$ cat config.mk
export PLATFORM = sky130hd
export DESIGN_NAME = rf_frame_scene_parser
export DESIGN_NICKNAME = d
export VERILOG_FILES = /design/src/rtl/rfsp_pkg.sv /design/src/rtl/rf_frame_scene_parser.sv /design/src/rtl/rfsp_step.sv
export SDC_FILE = /design/constraint.sdc
export NUM_CORES = 1
export LEC_CHECK = 0
export BUFFER_PORTS_ARGS = -buffer_cell sky130_fd_sc_hd__buf_2
export CAP_MARGIN = 30
export CORE_UTILIZATION = 34
export DETAILED_ROUTE_END_ITERATION = 8
export HOLD_SLACK_MARGIN = 0.1
export SLEW_MARGIN = 0
export SYNTH_ARGS = -nofsm -noshare
export SYNTH_HDL_FRONTEND = slang
export SYNTH_SLANG_ARGS = --single-unit
$ cat constraint.sdc
create_clock -name i_clk -period 3.45 [get_ports i_clk]
set_input_delay 0.345 -clock i_clk [delete_from_list [all_inputs] [get_ports i_clk]]
set_output_delay 0.345 -clock i_clk [all_outputs]
set_load 0.02 [all_outputs]
$ cat src/rtl/rfsp_pkg.sv
// rfsp_pkg: shared types, constants and status codes of the rf frame scene parser
// used by rfsp_step and rf_frame_scene_parser; depends on nothing

package rfsp_pkg;

    localparam int unsigned MAX_DATA = 32;

    localparam logic [7:0] SYNC_BYTE  = 8'hAA;
    localparam logic [7:0] SCENE_BASE = 8'hCA;
    localparam logic [7:0] HDR_LAST   = 8'd3;   // index of the length byte in the header

    localparam logic [5:0] EVENT_LIMIT_RST = 6'd16;

    typedef enum logic [1:0] {
        ST_SCENE = 2'd0,
        ST_FRAME = 2'd1,
        ST_CSUM  = 2'd2,
        ST_HDR   = 2'd3
    } t_status;

    typedef enum logic [1:0] {
        PH_HUNT   = 2'd0,
        PH_HEADER = 2'd1,
        PH_DATA   = 2'd2
    } t_phase;

    typedef struct packed {
        t_phase     phase;
        logic [7:0] byte_count;
        logic       flag_ok;
        logic [7:0] command_byte;
        logic [7:0] length_byte;
        logic [7:0] running_sum;
        logic [7:0] first_data;
        logic [7:0] second_data;
    } t_parse_state;

    typedef struct packed {
        t_status    status;
        logic [5:0] scene_index;
        logic [5:0] scene_value;
        logic [7:0] frame_command;
    } t_result;

endpackage

$ cat src/rtl/rf_frame_scene_parser.sv
// rf_frame_scene_parser: sync/length/checksum frame parser with scene event decode
// depends on rfsp_pkg and rfsp_step
// a status is registered and appears on the master side in the cycle after the byte that causes it is taken
// throughput: one byte per cycle while s_axis_tready is high; the single result register is refilled while it drains
// s_axis_tready drops only while a status waits and m_axis_tready is low
// reset (synchronous, active low) returns to sync hunting, clears state and the output
// valid, and sets event_limit to 16

module rf_frame_scene_parser (
    input  logic        i_clk,
    input  logic        i_rst_n,
    input  logic        i_cfg_we,
    input  logic [5:0]  i_cfg_wdata,   // event_limit
    input  logic        s_axis_tvalid,
    output logic        s_axis_tready,
    input  logic [7:0]  s_axis_tdata,  // rx_byte
    output logic        m_axis_tvalid,
    input  logic        m_axis_tready,
    output logic [23:0] m_axis_tdata,  // scene_index[5:0], scene_value[11:6],
                                       // frame_command[19:12], zero fill[23:20]
    output logic [1:0]  m_axis_tuser   // status
);
    import rfsp_pkg::*;

    t_parse_state r_state;
    t_parse_state n_state;
    t_result      r_res;
    t_result      n_res;
    logic         r_res_valid;
    logic         n_res_valid;
    logic [5:0]   r_event_limit;
    logic         in_xfer;

    rfsp_step u_step (
        .i_state       (r_state),
        .i_byte        (s_axis_tdata),
        .i_event_limit (r_event_limit),
        .o_state       (n_state),
        .o_res_valid   (n_res_valid),
        .o_res         (n_res)
    );

    assign s_axis_tready = !r_res_valid || m_axis_tready;
    assign in_xfer       = s_axis_tvalid && s_axis_tready;

    always_ff @(posedge i_clk) begin
        if (!i_rst_n) begin
            r_state       <= '{phase: PH_HUNT, default: '0};
            r_res_valid   <= 1'b0;
            r_event_limit <= EVENT_LIMIT_RST;
        end else begin
            if (i_cfg_we) begin
                r_event_limit <= i_cfg_wdata;
            end
            if (in_xfer) begin
                r_state     <= n_state;
                r_res_valid <= n_res_valid;
            end else if (m_axis_tready) begin
                r_res_valid <= 1'b0;
            end
        end
    end

    // payload register, no reset needed
    always_ff @(posedge i_clk) begin
        if (in_xfer && n_res_valid) begin
            r_res <= n_res;
        end
    end

    assign m_axis_tvalid = r_res_valid;
    assign m_axis_tdata  = {4'b0000, r_res.frame_command, r_res.scene_value,
                            r_res.scene_index};
    assign m_axis_tuser  = r_res.status;

endmodule

$ cat src/rtl/rfsp_step.sv
// rfsp_step: next parser state and optional status for one received byte
// depends on rfsp_pkg

module rfsp_step (
    input  rfsp_pkg::t_parse_state i_state,
    input  logic [7:0]             i_byte,
    input  logic [5:0]             i_event_limit,
    output rfsp_pkg::t_parse_state o_state,
    output logic                   o_res_valid,
    output rfsp_pkg::t_result      o_res
);
    import rfsp_pkg::*;

    logic [7:0] sum_next;
    logic [7:0] idx_raw;
    logic [7:0] val_raw;
    logic       scene_ok;
    logic       len_bad;

    assign sum_next = i_state.running_sum + i_byte;
    assign idx_raw  = i_state.first_data - SCENE_BASE;
    assign val_raw  = i_state.second_data - SCENE_BASE;
    assign len_bad  = i_byte > 8'(MAX_DATA);

    // first byte must be in [base, base + limit), second only at least base
    assign scene_ok = (i_state.command_byte == 8'd1) && (i_state.length_byte == 8'd2)
                   && (i_state.first_data >= SCENE_BASE)
                   && (idx_raw < {2'b00, i_event_limit})
                   && (i_state.second_data >= SCENE_BASE);

    always_comb begin
        o_state     = i_state;
        o_res_valid = 1'b0;
        o_res       = '{status: ST_FRAME, scene_index: 6'd0, scene_value: 6'd0,
                        frame_command: 8'd0};
        unique case (i_state.phase)
            PH_HEADER: begin
                o_state.running_sum = sum_next;
                o_state.byte_count  = i_state.byte_count + 8'd1;
                if (i_state.byte_count == 8'd1) begin
                    o_state.flag_ok = (i_byte == 8'd0) || (i_byte == 8'd1);
                end else if (i_state.byte_count == 8'd2) begin
                    o_state.command_byte = i_byte;
                end else if (i_state.byte_count >= HDR_LAST) begin
                    o_state.length_byte = i_byte;
                    if (!i_state.flag_ok || len_bad) begin
                        o_state.phase      = PH_HUNT;
                        o_state.byte_count = i_state.byte_count;
                        o_res_valid        = 1'b1;
                        o_res.status       = ST_HDR;
                    end else begin
                        o_state.phase      = PH_DATA;
                        o_state.byte_count = 8'd0;
                    end
                end
            end
            PH_DATA: begin
                if (i_state.byte_count < i_state.length_byte) begin
                    if (i_state.byte_count == 8'd0) begin
                        o_state.first_data = i_byte;
                    end else if (i_state.byte_count == 8'd1) begin
                        o_state.second_data = i_byte;
                    end
                    o_state.running_sum = sum_next;
                    o_state.byte_count  = i_state.byte_count + 8'd1;
                end else begin
                    // checksum byte closes the frame
                    o_state.phase       = PH_HUNT;
                    o_res_valid         = 1'b1;
                    o_res.frame_command = i_state.command_byte;
                    if (i_byte != i_state.running_sum) begin
                        o_res.status = ST_CSUM;
                    end else if (scene_ok) begin
                        o_res.status      = ST_SCENE;
                        o_res.scene_index = idx_raw[5:0];
                        o_res.scene_value = val_raw[5:0];
                    end else begin
                        o_res.status = ST_FRAME;
                    end
                end
            end
            default: begin
                o_state.phase = PH_HUNT;
                if (i_byte == SYNC_BYTE) begin
                    o_state.phase       = PH_HEADER;
                    o_state.byte_count  = 8'd0;
                    o_state.running_sum = 8'd0;
                    o_state.flag_ok     = 1'b0;
                end
            end
        endcase
    end

endmodule
=== Yosys cells after proc, flatten, opt, wreduce, memory -nomap -nowiden ===
Cells that the tools add are included.

* Reductions and logical operators: 26
* Mux-type cells: 34
* Add/sub/neg operators: 4
* Bitwise gates (word level): 5
* Equality and inequality tests: 16
* Magnitude comparators: 6

{| class="wikitable"
|+ Operators by type and width
! cell !! count
|-
| 10-bit two-way mux || 5
|-
| 8-bit two-way mux || 5
|-
| 8-bit by 1-bit equality test with 1-bit output (second input constant) || 3
|-
| 12-bit two-way mux || 2
|-
| 24-bit two-way mux || 1
|-
| 22-bit two-way mux || 1
|-
| 10-bit one-hot mux with 2 select lines || 1
|-
| 8-bit by 2-bit equality test with 1-bit output (second input constant) || 2
|-
| 8-bit >= comparator (second input constant) || 2
|-
| 8-bit zero test || 2
|-
| 8-bit one-hot mux with 2 select lines || 1
|-
| 4-bit AND reduction || 4
|-
| 5-bit AND reduction || 3
|-
| 2-bit two-way mux || 6
|-
| 1-bit two-way mux || 9
|-
| 8-bit by 1-bit adder with 8-bit output (second input constant) || 1
|-
| 8-bit adder || 1
|-
| 8-bit equality test (second input constant) || 1
|-
| 8-bit by 2-bit >= comparator with 1-bit output (second input constant) || 1
|-
| 8-bit by 6-bit greater-than comparator with 1-bit output (second input constant) || 1
|-
| 8-bit by 6-bit less-than comparator with 1-bit output || 1
|-
| 8-bit less-than comparator || 1
|-
| 8-bit inequality test || 1
|-
| 8-bit subtractor (second input constant) || 1
|-
| 17 further kinds || 35
|}

* Word-level logic and storage cells: 105
* Register bits: 80
* Output and inout port bits: 28
* Input bits: 19

=== Logic depth before layout (Yosys ltp) ===
Gate-level depths: netlist (run 1).

* Depth in word-level cells: 9
* Depth in mapped cells: 11
* Mapped depth without buffers: 11

=== Modules after synthesis ===
A second synthesis (run 1) with hierarchy kept.

* Cell total of the unflattened synthesis: 562
* Area, all modules: 5132.4 um^2

{| class="wikitable"
|+ Modules (own cells, without submodules)
! module !! cells an instance !! times used !! area an instance (um^2)
|-
| rf_frame_scene_parser || 274 || 1 || 3060.4
|-
| rfsp_step || 288 || 1 || 2072.0
|}

=== Least setup slack after synthesis (run 1) ===
No wires, ideal clock.

* Kind: register to register
* Start point: register r_state[31] (netlist bit)
* End point: register r_res (netlist bit m_axis_tdata[0]), enable pin
* Arrival time: 2.735 ns
* Path slack: 0.314 ns
* Clock period less this slack: 3.136 ns
* Data required time: 3.049 ns
* Stages on the path, launching flop included: 9
* Path through: dfxtp_1 -> inv_1 -> ha_1 -> nand4_1 -> or2_2 -> o32ai_1 -> clkbuf_1 -> nor2_1 -> nor2_1

* Cells in the longest elaborated chain, start to end: 4

{| class="wikitable"
|+ RTL lines
! item !! RTL line !! text
|-
| from (decl) || rf_frame_scene_parser.sv:25 || <nowiki>t_parse_state r_state;</nowiki>
|-
| from (signal assigned) || rf_frame_scene_parser.sv:56 || <nowiki>r_state <= n_state;</nowiki>
|-
| 8-bit less-than comparator || rfsp_step.sv:58 || <nowiki>if (i_state.byte_count < i_state.length_byte) begin</nowiki>
|-
| 1-bit two-way mux || rfsp_step.sv:58 ||
|-
| 1-bit one-hot mux with 2 select lines || rfsp_step.sv:36 || <nowiki>unique case (i_state.phase)</nowiki>
|-
| 1-bit logical AND || rf_frame_scene_parser.sv:66 || <nowiki>if (in_xfer && n_res_valid) begin</nowiki>
|-
| to (signal assigned) || rf_frame_scene_parser.sv:67 || <nowiki>r_res <= n_res;</nowiki>
|-
| to (decl) || rf_frame_scene_parser.sv:27 || <nowiki>t_result r_res;</nowiki>
|}

No other way between the ends.
A chain may end at the register's enable or synchronous reset.

=== Worst setup path in the final report (run 1) ===
* Start point: register r_state[42] (netlist bit)
* End point: register r_state[20] (netlist bit)

* Cells in the longest elaborated chain, start to end: 3

{| class="wikitable"
|+ RTL lines
! item !! RTL line
|-
| 8-bit less-than comparator || rfsp_step.sv:58
|-
| 2-bit by 1-bit inequality test with 1-bit output (no line) || n/a
|-
| 3-bit AND reduction (no line) || n/a
|}

No other way between the ends.

==> impl_metrics.sql, run 1 <==
INSERT INTO impl_metrics (metric_group, metric, value, unit) VALUES
('route', 'detailedRoute.firstPassIterationCount', '4', ''),
('layout', 'diodes', '0', ''),
('global_route', 'grt_usage', '16.6', '%'),
('floorplan', 'start_util', '34.7', '%'),
('hold_path', 'hold_start', 'i_cfg_wdata[3]', ''),
('logic_synthesis', 'synth_top_area_share', '27.8', '%'),
('layout', 'num-fill-cells', '1199', ''),
('power_and_ir_drop', 'power-per-cell-area', '419', 'mW/mm²'),
('clocking', 'ctsHtreeMaxLevel', '3', ''),
('route', 'drt-initial-drc-count', '187', ''),
('route', 'postRouteWirelength', '9940', 'µm'),
('clocking', 'cts_buffers', '9', ''),
('clocking', 'postCtsResizedCells', '0', ''),
('setup_path', 'r2r-start', 'r_state[42]', ''),
('sta', 'final.setup_skew', '0.00751', 'ns'),
('global_route', 'grt_pass1_wl', '16500', 'µm'),
('clocking', 'maximum_clock_path_buffer_count', '2', ''),
('sta', 'tightestPinTransition', '0.829', 'ns'),
('global_route', 'first_global_vias', '3376', ''),
('setup_path', 'cp_data_arrival_time', '3.00', 'ns'),
('layout', 'layout.cells.most_common_list', '58 x sky130_fd_sc_hd__dfxtp_1, 57 x sky130_fd_sc_hd__nand2_1, 43 x sky130_fd_sc_hd__nor2_1', ''),
('sta', 'period_minus_slack', '2.73', 'ns'),
('route', 'route.detailed.drc', '0', ''),
('logic_synthesis', 'synthesis_stage_register_bit_count', '80', ''),
('logic_synthesis', 'seq_area_frac_synth', '43.6', '%'),
('clocking', 'clock-root-buffer', 'sky130_fd_sc_hd__clkbuf_16', ''),
('global_route', 'grt_ovf', '0', ''),
('logic_synthesis', 'yosys_warnings', '0', ''),
('logic_synthesis', 'post_synth_main_area_contributors', 'sky130_fd_sc_hd__dfxtp_1 28%, sky130_fd_sc_hd__edfxtp_1 16%, sky130_fd_sc_hd__ha_1 8.1%', ''),
('floorplan', 'die_height', '113', 'µm'),
('layout', 'layout.core_utilization', '40.2', '%'),
('logic_synthesis', 'synth-edff-count', '22', ''),
('floorplan', 'core', '0.0120', 'mm²'),
('power_and_ir_drop', 'vdd.ir_drop.worst', '0.000223', 'V'),
('layout', 'stdcell_area', '0.00483', 'mm²'),
('sta', 'hold_violations', '0', ''),
('clocking', 'setup_repair_bufs_after_cts', '0', ''),
('sta', 'post-route-period-util', '79.2', '%'),
('hold_path', 'min_to', 'r_event_limit[3]', ''),
('hold_path', 'whs_path_depth', '3', ''),
('run_status', 'outcome', 'finished clean', ''),
('setup_path', 'ff2ff_setup_slack', '0.72', 'ns'),
('sta', 'max_slew_violations', '0', ''),
('clocking', 'cts_tree', 'done', ''),
('logic_synthesis', 'netlist_area', '0.00417', 'mm²'),
('setup_path', 'maximum_fanout_count_along_the_critical_path', '15', ''),
('placement', 'global_placer_s_final_weighted_congestion', '0.855', ''),
('sta', 'timing.max_slew.rel_slack', '44.6', '%'),
('route', 'dr_total_vias', '3409', ''),
('sta', 'setup_viol', '0', ''),
('floorplan', 'die_w', '113', 'µm'),
('floorplan', 'floorplan.io_pins', '47', ''),
('placement', 'dpl.hpwl', '7030', 'µm'),
('setup_path', 'critical_r2r_capture', 'r_state[20]', ''),
('sta', 'timing.fmax', '0.366', 'GHz'),
('clocking', 'clkTransAtPathRegs', '0.06', 'ns'),
('power_and_ir_drop', 'leakagePower', '0.00180', 'µW'),
('setup_path', 'end_kind', 'flop', ''),
('layout', 'area_delta_synth_final', '15.7', '%'),
('setup_path', 'worst_setup_path_start_kind', 'flop', ''),
('logic_synthesis', 'syn_inst', '461', ''),
('logic_synthesis', 'post_synth.cell_area_avg', '9.05', 'µm²'),
('floorplan', 'row_count', '40', ''),
('flow_run', 'max-cap-violations', '0', ''),
('global_route', 'antenna_violations_before_repair', '0', ''),
('sta', 'final.setup.tns', '0', 'ns'),
('route', 'antenna_left', '0', ''),
('sta', 'rsz0062_at_grt', 'false', ''),
('setup_path', 'data_required_critical_path', '3.72', 'ns'),
('clocking', 'postCtsHoldBufs', '0', ''),
('placement', 'placed_cell_area', '0.00453', 'mm²');
## power breakdown
part | total (µW) | switching [µW] | internal, µW
clock | 973 | 404 | 569
sequential | 965 | 2.01 | 963
combinational | 84.3 | 58.8 | 25.5
total | 2020 | 464 | 1560
## metrics by stage
step | setup slack (ns) | hold WS, ns | cells | power, µW
global placement | 0.803 | 0.445 | 637 | 1070
finish | 0.717 | 0.242 | 653 | 2020
floorplan | 0.314 | 0.430 | 464 | 1040
CTS | 0.731 | 0.244 | 653 | 2050
detailed placement | 0.732 | 0.451 | 637 | 1070
global route | 0.461 | 0.268 | 653 | 2100
## registers in the layout (all words and copies together) (netlist names)
| name | count |
|---|---|
| m_axis_tdata | 20 |
| m_axis_tuser | 2 |
| m_axis_tvalid | 1 |
| r_event_limit | 6 |
| r_state | 51 |
## worst max-delay path, stage by stage (launching register included)
cell	delay [ns]
sky130_fd_sc_hd__dfxtp_1	0.43
sky130_fd_sc_hd__ha_1	0.27
sky130_fd_sc_hd__a2111oi_0	0.57
sky130_fd_sc_hd__o32ai_1	0.17
sky130_fd_sc_hd__buf_4	0.21
sky130_fd_sc_hd__or2_1	0.37
sky130_fd_sc_hd__or4_1	0.50
sky130_fd_sc_hd__a21oi_1	0.14
## worst max-delay path by stage
stage                      startpoint         endpoint  slack [ns]
after floorplan           r_state[31]  m_axis_tdata[0]        0.31
after global placement    r_state[42]      r_state[19]        0.80
after detailed placement  r_state[42]      r_state[19]        0.73
after CTS                 r_state[42]      r_state[20]        0.73
after global routing       r_state[9]  m_axis_tdata[9]        0.46
final                     r_state[42]      r_state[20]        0.72
## synth_stat cells (10+ instances only)
master / instances
sky130_fd_sc_hd__nand3_1: 11
sky130_fd_sc_hd__o21ai_0: 12
sky130_fd_sc_hd__dfxtp_1: 58
sky130_fd_sc_hd__mux2i_1: 30
sky130_fd_sc_hd__inv_1: 32
sky130_fd_sc_hd__a21oi_1: 32
sky130_fd_sc_hd__and2_1: 10
sky130_fd_sc_hd__nand2_1: 57
sky130_fd_sc_hd__edfxtp_1: 22
sky130_fd_sc_hd__nor2_1: 44
sky130_fd_sc_hd__ha_1: 27
sky130_fd_sc_hd__clkbuf_1: 13
## layout make-up
| class | count | area, µm² | share of cell area [%] |
|---|---|---|---|
| sequential | 80 | 1820 | 37.7 |
| timing repair buffer | 49 | 263 | 5.44 |
| tap | 147 | 184 | 3.81 |
| inverter | 33 | 124 | 2.56 |
| clock buffer | 9 | 225 | 4.66 |
| clock inverter | 7 | 77.6 | 1.61 |
| multi-input combinational | 328 | 2130 | 44.2 |
## layer usage
| metal | wire, µm | vias up | share of wire, % | track usage, % |
|---|---|---|---|---|
| li1 | - | 1687 | - | - |
| met1 | 4620 | 1605 | 46 | 21.1 |
| met2 | 4510 | 105 | 45 | 26.7 |
| met3 | 602 | 12 | 6.1 | 4.18 |
| met4 | 214 | 0 | 2.2 | 6.76 |
| met5 | 0 | - | 0 | 0 |
## kinds of logic (layout without fill, tap and decap cells)
group	Yosys count	in the layout	share of synthesized area, %
adders and majority gates	28	28	8.57
muxes	30	30	7.19
buffers and inverters	56	98	5.70
xor gates and xnor gates	12	12	2.52
AOI/OAI and AO/OA	78	78	11.5
and+or+nand+nor	176	176	20.8
other	1	4	0.0898
DFF	80	80	43.6
Power figures use the tool's default switching activity.
==> inputs of run 2 (changes only) <==
==> constraint.sdc (replaced) <==
create_clock -name i_clk -period 2.9 [get_ports i_clk]
set_input_delay 0.29 -clock i_clk [delete_from_list [all_inputs] [get_ports i_clk]]
set_output_delay 0.29 -clock i_clk [all_outputs]
set_load 0.02 [all_outputs]
==> impl_metrics.sql, run 2 (synthesis gave the netlist of run 1 again) <==
INSERT INTO impl_metrics (metric_group, metric, value, unit) VALUES
('run_status', 'outcome', 'finished clean', ''),
('clocking', 'insertion_delay', '0.34', 'ns'),
('setup_path', 'crit_family', 'compound AO/OA/AOI/OAI gates', ''),
('sta', 'timing.fmax', '0.361', 'GHz'),
('power_and_ir_drop', 'leakagePower', '0.00181', 'µW'),
('layout', 'layout.cells.most_common_list', '58 x sky130_fd_sc_hd__dfxtp_1, 57 x sky130_fd_sc_hd__nand2_1, 43 x sky130_fd_sc_hd__nor2_1', ''),
('flow_run', 'max-cap-violations', '0', ''),
('setup_path', 'cp_data_arrival_time', '2.85', 'ns'),
('layout', 'largest_register', 'r_state', ''),
('sta', 'final.setup.worst_slack', '0.130', 'ns'),
('route', 'dr_total_vias', '3431', ''),
('floorplan', 'core', '0.0120', 'mm²'),
('global_route', 'largest_net_degree_at_the_start_of_global_routing', '40', ''),
('layout', 'leading_cell_type_in_the_layout_fill_and_taps_excluded', 'sky130_fd_sc_hd__dfxtp_1', ''),
('setup_path', 'worst_setup_path_start_kind', 'flop', ''),
('setup_path', 'crit_slowest_cell', 'sky130_fd_sc_hd__a311o_1', ''),
('floorplan', 'floorplan.io_pins', '47', ''),
('hold_path', 'min-delay-path-class', 'in2reg', ''),
('route', 'wire_per_inst', '15.3', 'µm'),
('layout', 'area_delta_synth_final', '16.1', '%'),
('route', 'antenna_left', '0', ''),
('setup_path', 'maximum_fanout_count_along_the_critical_path', '4', ''),
('clocking', 'cts_buffers', '9', ''),
('global_route', 'grt_usage', '16.5', '%'),
('layout', 'diodes', '0', ''),
('power_and_ir_drop', 'vdd.ir_drop.worst', '0.000238', 'V'),
('clocking', 'clkTransAtPathRegs', '0.06', 'ns'),
('sta', 'timing.max_slew.rel_slack', '52.0', '%'),
('sta', 'tightestPinTransition', '0.720', 'ns'),
('floorplan', 'die_w', '113', 'µm'),
('power_and_ir_drop', 'power-per-cell-area', '496', 'mW/mm²'),
('global_route', 'grt_ovf', '0', ''),
('layout', 'largest_register_ff_count', '51', ''),
('sta', 'post-route-period-util', '95.5', '%'),
('setup_path', 'critical_path_buf_inv_count', '2', ''),
('route', 'postRouteWirelength', '10000', 'µm'),
('sta', 'setup_viol', '0', ''),
('layout', 'fin_nets', '550', ''),
('setup_path', 'ff2ff_setup_slack', '0.13', 'ns'),
('sta', 'hold_violations', '0', ''),
('sta', 'period_minus_slack', '2.77', 'ns'),
('sta', 'hold_ws', '0.186', 'ns'),
('global_route', 'grt_pass1_wl', '16100', 'µm'),
('clocking', 'setup_repair_bufs_after_cts', '0', ''),
('setup_path', 'crit_path_max_incr_delay', '0.41', 'ns'),
('clocking', 'cts.sinks', '80', ''),
('placement', 'global_placer_s_final_weighted_congestion', '0.890', ''),
('route', 'routed_via_density', '5.24', ''),
('setup_path', 'end_kind', 'flop', ''),
('route', 'route.detailed.drc', '0', ''),
('placement', 'dpl.hpwl', '7120', 'µm'),
('floorplan', 'floorplan.die_area', '0.0127', 'mm²'),
('global_route', 'antenna_violations_before_repair', '0', ''),
('clocking', 'clock-root-buffer', 'sky130_fd_sc_hd__clkbuf_16', ''),
('floorplan', 'die_height', '113', 'µm'),
('setup_path', 'criticalPathCategory', 'reg2reg', ''),
('clocking', 'cts_tree', 'done', ''),
('clocking', 'maximum_clock_path_buffer_count', '2', ''),
('sta', 'rsz0062_at_grt', 'false', ''),
('floorplan', 'row_count', '40', ''),
('placement', 'dp_slack', '0.0895', 'ns'),
('route', 'detailedRoute.firstPassIterationCount', '5', ''),
('setup_path', 'data_required_critical_path', '2.98', 'ns'),
('sta', 'final.setup.tns', '0', 'ns'),
('floorplan', 'start_util', '34.7', '%'),
('placement', 'port_buffers', '42', ''),
('layout', 'drive_gt1_share', '15.4', '%'),
('global_route', 'first_global_vias', '3199', ''),
('power_and_ir_drop', 'power', '2400', 'µW'),
('clocking', 'ctsHtreeMaxLevel', '3', ''),
('sta', 'final.setup_skew', '0.00521', 'ns'),
('sta', 'max_slew_violations', '0', ''),
('setup_path', 'worstPathCellList', 'inv_1 > ha_1 > inv_1 > a21oi_1 > xor2_1 > ha_1 > nor4_1 > nand4_1 > nor3_2 > o211ai_1 > a311o_1', ''),
('route', 'drt-initial-drc-count', '230', '');
-- run 2: cell count changes in the layout (fill, tap and decap cells not counted) --
cell,previous run,this run
sky130_fd_sc_hd__buf_4,7,9
sky130_fd_sc_hd__inv_6,2,0
sky130_fd_sc_hd__clkbuf_1,0,1
sky130_fd_sc_hd__clkbuf_8,0,1
sky130_fd_sc_hd__clkinvlp_4,0,1
sky130_fd_sc_hd__inv_8,1,0
sky130_fd_sc_hd__nor3_1,7,6
sky130_fd_sc_hd__nor3_2,0,1
-- run 2: layer usage --
layer  up-vias  GRT usage, %  wire length, µm
met5         -             0                0
met4         0          8.44              250
met3        19          3.21              505
met2       115          26.2             4530
met1      1599          21.3             4750
li1       1698             -                -
-- run 2: path summary, 6_finish.rpt --
check	start	cells past startpoint	to
max reg2reg	r_state[9]	11	m_axis_tuser[0]
max	r_state[9]	11	m_axis_tuser[0]
min	i_cfg_wdata[4]	3	r_event_limit[4]
min reg2reg	r_state[0]	2	r_state[0]
-- run 2: layout make-up --
| class | count | area, µm² |
|---|---|---|
| fill | 1205 | 7170 |
| multi-input combinational | 328 | 2140 |
| sequential | 80 | 1820 |
| timing repair buffer | 51 | 278 |
| clock buffer | 11 | 243 |
| tap | 147 | 184 |
| inverter | 33 | 124 |
| clock inverter | 5 | 56.3 |
-- run 2: stage by stage --
step / utilization (%) / area (µm²) / cells
5_1_grt: 40.3 / 4850 / 655
2_1_floorplan: - / 4190 / 464
3_5_place_dp: 37.8 / 4540 / 639
6_report: 40.3 / 4850 / 655
4_1_cts: 40.3 / 4840 / 655
3_3_place_gp: 37.8 / 4540 / 639
-- run 2: timing repair --
item | CTS | global route
hold buffers | 0 | 0
resized for setup | 0 | 1
endpoints found under the setup margin | 0 | 6
-- run 2: tightest hold or removal path, delay by kind of cell --
kind                   cells  cell delay [ns]
buffers and inverters      1             0.08
AOI/OAI and AO/OA          1             0.07
and+or+nand+nor            1             0.05
-- run 2: power by group --
group          switching [µW]  internal, µW
clock network             463           689
registers                2.28          1150
logic                    71.5          31.2
==> inputs of run 3 (changes only) <==
--- a/config.mk
+++ b/config.mk
@@ -7,9 +7,11 @@
 export LEC_CHECK = 0
 export BUFFER_PORTS_ARGS = -buffer_cell sky130_fd_sc_hd__buf_2
 export CAP_MARGIN = 30
+export CORE_ASPECT_RATIO = 1.25
 export CORE_UTILIZATION = 34
 export DETAILED_ROUTE_END_ITERATION = 8
 export HOLD_SLACK_MARGIN = 0.1
+export MAX_ROUTING_LAYER = met4
 export SLEW_MARGIN = 0
 export SYNTH_ARGS = -nofsm -noshare
 export SYNTH_HDL_FRONTEND = slang
==> impl_metrics.sql, run 3 (synthesis gave the netlist of run 1 again) <==
INSERT INTO impl_metrics (metric_group, metric, value, unit) VALUES
('run_status', 'outcome', 'finished clean', ''),
('route', 'detailedRoute.firstPassIterationCount', '4', ''),
('route', 'routed_via_density', '5.00', ''),
('setup_path', 'criticalPathCategory', 'reg2reg', ''),
('clocking', 'cts_buffers', '9', ''),
('route', 'drt-initial-drc-count', '96', ''),
('global_route', 'grt_ovf', '0', ''),
('placement', 'global_placer_s_final_weighted_congestion', '0.907', ''),
('sta', 'hold_violations', '0', ''),
('sta', 'max_slew_violations', '0', ''),
('global_route', 'grt_pass1_wl', '16300', 'µm'),
('global_route', 'first_global_vias', '3249', ''),
('hold_path', 'min-delay-path-class', 'in2reg', ''),
('clocking', 'setup_repair_bufs_after_cts', '0', ''),
('sta', 'post-route-period-util', '92.5', '%'),
('clocking', 'insertion_delay', '0.33', 'ns'),
('setup_path', 'crit_path_max_incr_delay', '0.39', 'ns'),
('route', 'postRouteWirelength', '9860', 'µm'),
('sta', 'rsz0062_at_grt', 'false', ''),
('floorplan', 'row_count', '44', ''),
('setup_path', 'critical_path_buf_inv_count', '2', ''),
('floorplan', 'floorplan.die_area', '0.0127', 'mm²'),
('global_route', 'grt_usage', '17.2', '%'),
('setup_path', 'crit_slowest_cell', 'sky130_fd_sc_hd__a311o_1', ''),
('power_and_ir_drop', 'leakagePower', '0.00182', 'µW'),
('clocking', 'cts_tree', 'done', ''),
('power_and_ir_drop', 'power', '2440', 'µW'),
('setup_path', 'worst_setup_path_start_kind', 'flop', ''),
('sta', 'period_minus_slack', '2.68', 'ns'),
('placement', 'port_buffers', '42', ''),
('setup_path', 'worstPathCellList', 'inv_1 > ha_1 > inv_1 > a21oi_1 > xor2_1 > ha_1 > nor4_2 > nand4_1 > nor3_2 > o211ai_1 > a311o_1', ''),
('layout', 'largest_register', 'r_state', ''),
('floorplan', 'start_util', '35.4', '%'),
('layout', 'area_delta_synth_final', '17.5', '%'),
('clocking', 'postCtsHoldBufs', '0', ''),
('floorplan', 'die_w', '101', 'µm'),
('clocking', 'maximum_clock_path_buffer_count', '2', ''),
('clocking', 'clkTransAtPathRegs', '0.06', 'ns'),
('layout', 'fin_nets', '551', ''),
('sta', 'tightestPinTransition', '0.635', 'ns'),
('setup_path', 'cp_data_arrival_time', '2.76', 'ns'),
('floorplan', 'core', '0.0118', 'mm²'),
('clocking', 'clock-root-buffer', 'sky130_fd_sc_hd__clkbuf_16', ''),
('sta', 'timing.fmax', '0.373', 'GHz'),
('sta', 'setup_viol', '0', ''),
('clocking', 'cts.sinks', '80', ''),
('setup_path', 'maximum_fanout_count_along_the_critical_path', '4', ''),
('layout', 'largest_register_ff_count', '51', ''),
('floorplan', 'die_height', '126', 'µm'),
('power_and_ir_drop', 'vdd.ir_drop.worst', '0.000207', 'V'),
('route', 'dr_total_vias', '3349', ''),
('sta', 'timing.max_slew.rel_slack', '57.0', '%'),
('setup_path', 'crit_family', 'compound AO/OA/AOI/OAI gates', ''),
('clocking', 'postCtsResizedCells', '0', ''),
('power_and_ir_drop', 'power-per-cell-area', '498', 'mW/mm²'),
('sta', 'final.setup_skew', '0.00588', 'ns'),
('layout', 'diodes', '0', ''),
('global_route', 'largest_net_degree_at_the_start_of_global_routing', '39', ''),
('sta', 'final.setup.tns', '0', 'ns'),
('route', 'route.detailed.drc', '0', ''),
('setup_path', 'end_kind', 'flop', ''),
('global_route', 'antenna_violations_before_repair', '0', ''),
('layout', 'drive_gt1_share', '16.1', '%'),
('flow_run', 'max-cap-violations', '0', ''),
('route', 'antenna_left', '0', ''),
('setup_path', 'data_required_critical_path', '2.98', 'ns'),
('clocking', 'ctsHtreeMaxLevel', '3', ''),
('placement', 'dpl.hpwl', '7200', 'µm'),
('layout', 'leading_cell_type_in_the_layout_fill_and_taps_excluded', 'sky130_fd_sc_hd__dfxtp_1', ''),
('route', 'wire_per_inst', '14.7', 'µm'),
('floorplan', 'floorplan.io_pins', '47', ''),
('layout', 'layout.cells.most_common_list', '58 x sky130_fd_sc_hd__dfxtp_1, 57 x sky130_fd_sc_hd__nand2_1, 43 x sky130_fd_sc_hd__nor2_1', '');
==> run 3: where the power goes <==
| part | internal [µW] | switching [µW] |
|---|---|---|
| registers | 1150 | 2.20 |
| logic | 31.4 | 70.2 |
| clock network | 749 | 444 |
==> run 3: stage by stage <==
stage | hold WS [ns] | worst slack (ns) | std cells | instance area [µm²] | util (%)
after CTS | 0.176 | 0.0810 | 670 | 4880 | 41.4
after global placement | 0.445 | 0.108 | 654 | 4570 | 38.8
final | 0.194 | 0.218 | 670 | 4900 | 41.6
after detailed placement | 0.448 | 0.108 | 654 | 4570 | 38.8
after floorplan | 0.420 | 0.111 | 464 | 4190 | -
after global routing | 0.187 | 0.0185 | 670 | 4900 | 41.6
==> run 3: routing by layer <==
| metal | up-vias | global-route usage [%] | share of wire, % |
|---|---|---|---|
| li1 | 1696 | - | - |
| met1 | 1551 | 21.0 | 44 |
| met2 | 91 | 27.3 | 50 |
| met3 | 11 | 4.05 | 4.5 |
| met4 | 0 | 6.82 | 1.5 |
| met5 | - | - | 0 |
==> run 3: worst reg2reg max path, cell delays in order, from the launching register on <==
cell and delay (ns):
sky130_fd_sc_hd__dfxtp_1 0.38, sky130_fd_sc_hd__inv_1 0.10, sky130_fd_sc_hd__ha_1 0.24, sky130_fd_sc_hd__inv_1 0.06
sky130_fd_sc_hd__a21oi_1 0.08, sky130_fd_sc_hd__xor2_1 0.20, sky130_fd_sc_hd__ha_1 0.21, sky130_fd_sc_hd__nor4_2 0.18
sky130_fd_sc_hd__nand4_1 0.16, sky130_fd_sc_hd__nor3_2 0.24, sky130_fd_sc_hd__o211ai_1 0.20, sky130_fd_sc_hd__a311o_1 0.39
==> run 3: area by class of cell <==
type / instances / area, µm²
fillers: 1222 / 6880
multi-input cells: 328 / 2160
flip-flops and latches: 80 / 1820
repair buffers: 52 / 285
clock buffers: 10 / 229
well taps: 161 / 201
inverters: 33 / 124
clock inverters: 6 / 83.8
==> run 3: path summary, 6_finish.rpt <==
check | startpoint | endpoint | slack [ns] | cells after the start
max | r_state[9] | m_axis_tuser[0] | 0.22 | 11
min | i_cfg_wdata[4] | r_event_limit[4] | 0.19 | 3
max reg2reg | r_state[9] | m_axis_tuser[0] | 0.22 | 11
min reg2reg | r_state[0] | r_state[0] | 0.46 | 2
